==> src/rtl/mono_framebuffer_text_renderer_core_assert.svh <==
// Assertion shorthands for the frame store core.
// Both sample on i_clk and are off while i_rst_n is low.
`ifndef MONO_FRAMEBUFFER_TEXT_RENDERER_CORE_ASSERT_SVH
`define MONO_FRAMEBUFFER_TEXT_RENDERER_CORE_ASSERT_SVH

// same-cycle implication
`define MFB_ASSERT_IMPL(lbl, ante, cons, msg) \
    lbl: assert property (@(posedge i_clk) disable iff (!i_rst_n) (ante) |-> (cons)) \
        else $error(msg);

// next-cycle implication
`define MFB_ASSERT_NEXT(lbl, ante, cons, msg) \
    lbl: assert property (@(posedge i_clk) disable iff (!i_rst_n) (ante) |=> (cons)) \
        else $error(msg);

`endif

==> src/rtl/mfb_pkg.sv <==
`timescale 1ns / 1ps

package mfb_pkg;

    // panel geometry, eight vertical pixels per byte
    localparam int C_PANEL_WIDTH  = 128;
    localparam int C_PANEL_HEIGHT = 64;
    localparam int C_PAGES        = (C_PANEL_HEIGHT + 7) / 8;
    localparam int C_STORE_BYTES  = C_PANEL_WIDTH * C_PAGES;
    localparam int C_ADDR_W       = $clog2(C_STORE_BYTES);

    // coordinate width: holds col + width sums and row + height sums
    localparam int C_XW    = 9;
    // width used for address math and range compares
    localparam int C_CMP_W = 16;

    // opcodes
    localparam logic [2:0] OP_FILL   = 3'd0;
    localparam logic [2:0] OP_CURSOR = 3'd1;
    localparam logic [2:0] OP_PIXEL  = 3'd2;
    localparam logic [2:0] OP_GLYPH  = 3'd3;
    localparam logic [2:0] OP_READ   = 3'd4;

    // configuration port
    localparam int C_CFG_IDX_W  = 2;
    localparam int C_CFG_DATA_W = 7;
    localparam logic [C_CFG_IDX_W-1:0] REG_INVERT = 2'd0;
    localparam logic [C_CFG_IDX_W-1:0] REG_FONT_W = 2'd1;
    localparam logic [C_CFG_IDX_W-1:0] REG_FONT_H = 2'd2;

    typedef struct packed {
        logic [2:0]  opcode;
        logic [7:0]  pos_x;
        logic [7:0]  pos_y;
        logic        color;
        logic [15:0] glyph_bits;
        logic [5:0]  glyph_row;
        logic        last_row;
        logic [9:0]  byte_index;
    } t_in_beat;

    typedef struct packed {
        logic [7:0] read_data;
        logic       accepted;
        logic [7:0] cursor_column;
    } t_out_beat;

    // pixel unit result
    typedef struct packed {
        logic                in_bounds;
        logic [C_ADDR_W-1:0] addr;
        logic [7:0]          mask;
    } t_pix_res;

endpackage

==> src/rtl/mfb_pix_unit.sv <==
`timescale 1ns / 1ps

// Pixel to store mapping: clip, byte address, bit mask.
module mfb_pix_unit (
    input  logic [mfb_pkg::C_XW-1:0] i_x,
    input  logic [mfb_pkg::C_XW-1:0] i_y,
    output mfb_pkg::t_pix_res        o_res
);
    import mfb_pkg::*;

    logic [C_CMP_W-1:0] w_lin;

    // page * width + column; constant multiplier
    assign w_lin = C_CMP_W'(i_y[C_XW-1:3]) * C_CMP_W'(C_PANEL_WIDTH) + C_CMP_W'(i_x);

    assign o_res.in_bounds = (i_x < C_XW'(C_PANEL_WIDTH)) && (i_y < C_XW'(C_PANEL_HEIGHT));
    assign o_res.addr      = w_lin[C_ADDR_W-1:0];
    assign o_res.mask      = 8'(1) << i_y[2:0];

endmodule
==> config.mk <==
export PLATFORM = sky130hd
export DESIGN_NAME = mfb_pix_unit
export DESIGN_NICKNAME = d
export VERILOG_FILES = /design/src/rtl/mono_framebuffer_text_renderer_core_assert.svh /design/src/rtl/mfb_pkg.sv /design/src/rtl/mfb_pix_unit.sv
export SDC_FILE = /design/constraint.sdc
export NUM_CORES = 1
export LEC_CHECK = 0
export ABC_AREA = 1
export BUFFER_PORTS_ARGS = -buffer_cell sky130_fd_sc_hd__buf_2
export CELL_PAD_IN_SITES_DETAIL_PLACEMENT = 1
export CELL_PAD_IN_SITES_GLOBAL_PLACEMENT = 1
export CORE_MARGIN = 2
export CORE_UTILIZATION = 12
export DETAILED_ROUTE_END_ITERATION = 10
export PLACE_DENSITY = 0.81
export SETUP_SLACK_MARGIN = 0.1
export SYNTH_ARGS = -nofsm -noshare
export SYNTH_HDL_FRONTEND = slang
export SYNTH_SLANG_ARGS = --single-unit
==> constraint.sdc <==
create_clock -name vclk -period 1.5
set_input_delay 0.45 -clock vclk [all_inputs]
set_output_delay 0.45 -clock vclk [all_outputs]
set_load 0.01 [all_outputs]
==> results.rst <==
.. list-table::
   :header-rows: 1

   * - Metric
     - Value
   * - Result of the run
     - finished, violations left
   * - Violated checks
     - setup timing
   * - Arrival time at the worst endpoint
     - 1.33 ns
   * - Most repeated library cell on the critical path
     - sky130_fd_sc_hd__inv_2
   * - Delay of the slowest critical-path stage
     - 0.52 ns
   * - Routability Congestion
     - 0.694
   * - Number of cells in the design after placement
     - 65
   * - CP required
     - 1.05 ns
   * - Starting Density
     - 0.125
   * - Number of antenna diodes
     - 0
   * - Synth warnings
     - 0
   * - Largest fanout of any net on the critical path
     - 1
   * - Synth cell count leaders
     - sky130_fd_sc_hd__inv_1, sky130_fd_sc_hd__buf_4, sky130_fd_sc_hd__nor3_1
   * - Antenna violations before repair
     - 0
   * - Total half-perimeter wirelength after legalization and detailed placement
     - 503 um
   * - Mapped Area
     - 184 um2
   * - Area share of the largest cell type after synthesis
     - 0.286
   * - Buffers added on ports
     - 23
   * - Kind of capture point of the worst setup path
     - output port
   * - Design Area, Final
     - 362 um2
   * - Final Non-Filler Cells
     - 65
   * - Detailed-route vias per instance
     - 3.77
   * - Gate count of the mapped netlist
     - 32
   * - Final-report hold violation count
     - 0
   * - Core footprint
     - 0.00147 mm2
   * - Sequential cell area fraction in the yosys report
     - 0
   * - Antenna-violating nets left
     - 0
   * - Global route overflow
     - 0
   * - Vias after detailed routing
     - 245
   * - Post-synthesis cell type with the largest combined area
     - sky130_fd_sc_hd__buf_4
   * - Class of the most critical hold timing path
     - input port to output port
   * - Initial drt markers
     - 3
   * - Setup Buffers After CTS
     - 0
   * - Avg Synthesized Cell Area
     - 5.75 um2
   * - Clock buffer instance count of the final layout
     - 0
   * - Synth-to-Final Area Change
     - 96.6%
   * - Worst rel slew slack
     - 0.910
   * - Floorplan row count
     - 14
   * - Unrepaired setup endpoints after global routing
     - yes
   * - Xor and xnor area share after synthesis
     - 0.0476
   * - Area fraction in compound gates after synthesis
     - 0
   * - Cell class contributing the biggest share of worst-path delay
     - adder cells
   * - Floorplan die width
     - 43.2 um
   * - Share of cells above drive strength 1
     - 0.714
   * - Worst setup margin
     - -0.277 ns
   * - Actual slew at the worst max-slew pin
     - 0.134 ns
   * - Cell breakdown of the critical path
     - buf_8, ha_4, inv_2, fa_2, inv_2, buf_6
   * - Fraction of the cycle the final worst path needs
     - 1.18
   * - Crit path max-delay cell type
     - sky130_fd_sc_hd__fa_2
   * - Maximum number of pins on one net before global-route repair
     - 7
   * - Critical Path Source Type
     - input port
   * - Final Max Tran Viols
     - 0
   * - Total die area
     - 0.00186 mm2
   * - Post-Syn Nets
     - 52
   * - All-layer global routing usage
     - 0.0544
   * - Top-count cell post-synth
     - sky130_fd_sc_hd__inv_1
   * - Post-Route Utilization
     - 0.246
   * - Number of buffer and inverter instances along the worst setup path
     - 4
   * - Final setup viols
     - 2
   * - Top cells by area, synth
     - sky130_fd_sc_hd__buf_4, sky130_fd_sc_hd__inv_1, sky130_fd_sc_hd__nor3_1
   * - Cell area after placement
     - 297 um2
   * - Simple-Gate Fraction of Synth Area
     - 0.306
   * - WL final
     - 567 um
   * - Max Freq
     - 563 MHz
   * - Max IR drop VDD
     - 87.5 uV
   * - Sequential cells
     - 0
   * - Number of primary I/O pins
     - 37
   * - Global-route wire length before repair
     - 848 um
   * - Instance count on the critical path
     - 6
   * - Mux contribution to synthesized area
     - 0
   * - Cell depth of the worst hold path
     - 0
   * - Area occupied by registers
     - 0 um2
   * - Wirelength per Cell
     - 8.72 um
   * - Power Density
     - 293 mW/mm2
   * - Vias in the first global route
     - 220
   * - Max capacitance violation total
     - 0
   * - Adder-Cell Fraction of Synth Area
     - 0.177
   * - TritonRoute pass-1 iters
     - 2
   * - Dominant combinational cell family by area after synthesis
     - buffers and inverters
   * - Hold slack final
     - 0.900 ns
   * - Synth cell types
     - 8
   * - Residual DRC
     - 0
   * - Net count, final
     - 71
   * - Leakage power summed over all cells
     - 0.000208 uW
   * - Setup Crit Path Kind
     - input port to output port
   * - Setup TNS Final
     - -0.526 ns
   * - Minimum clock period
     - 1.78 ns
   * - Height of the die
     - 43.2 um
==> layer usage <==
metal  share of wire  vias to the layer above  GRT usage
li1                -                      121          -
met1            0.34                      103     0.0560
met2            0.49                       21      0.113
met3            0.17                        0     0.0128
met4               0                        0          0
met5               0                        -          0
==> power by group <==
part           switching [uW]  internal, uW  total, uW
Clock                       0             0          0
Combinational            49.7          56.1        106
Sequential                  0             0          0
==> cell usage in the layout (no fill, tap or decap), drive strengths merged <==
master  instances
inv             9
ha              1
fa              1
nand2           3
xnor2           1
buf            24
nor2            4
nor3            6
==> repair_timing <==
action / in CTS / in global routing
pin swaps: 2 / 3
hold buffers: 0 / 0
gates resized for setup: 9 / 8
endpoints found under the setup margin: 7 / 6
==> layout make-up <==
cell class / instances / area, um2
Inverter: 9 / 36.3
Timing Repair Buffer: 24 / 160
Tap cell: 16 / 20.0
Fill cell: 199 / 1110
Multi-Input combinational cell: 16 / 145
==> kinds of logic (layout without fill, tap and decap cells) <==
| kind of cell | Yosys count | in the layout |
|---|---|---|
| buffers and inverters | 16 | 33 |
| and+or+nand+nor | 13 | 13 |
| adders and majority gates | 2 | 2 |
| xor gates and xnor gates | 1 | 1 |
==> worst paths after layout <==
check / startpoint / to / slack [ns]
max: i_y[3] / o_res[16] / -0.28
min: i_x[3] / o_res[11] / 0.90
==> per-stage QoR <==
stage / power, uW / worst slack (ns)
after CTS: 99.5 / -0.281
after floorplan: 62.6 / -0.103
after global placement: 84.0 / -0.345
after detailed placement: 86.3 / -0.358
after global routing: 116 / -0.304
final: 106 / -0.277
Power figures use the tool's default switching activity.
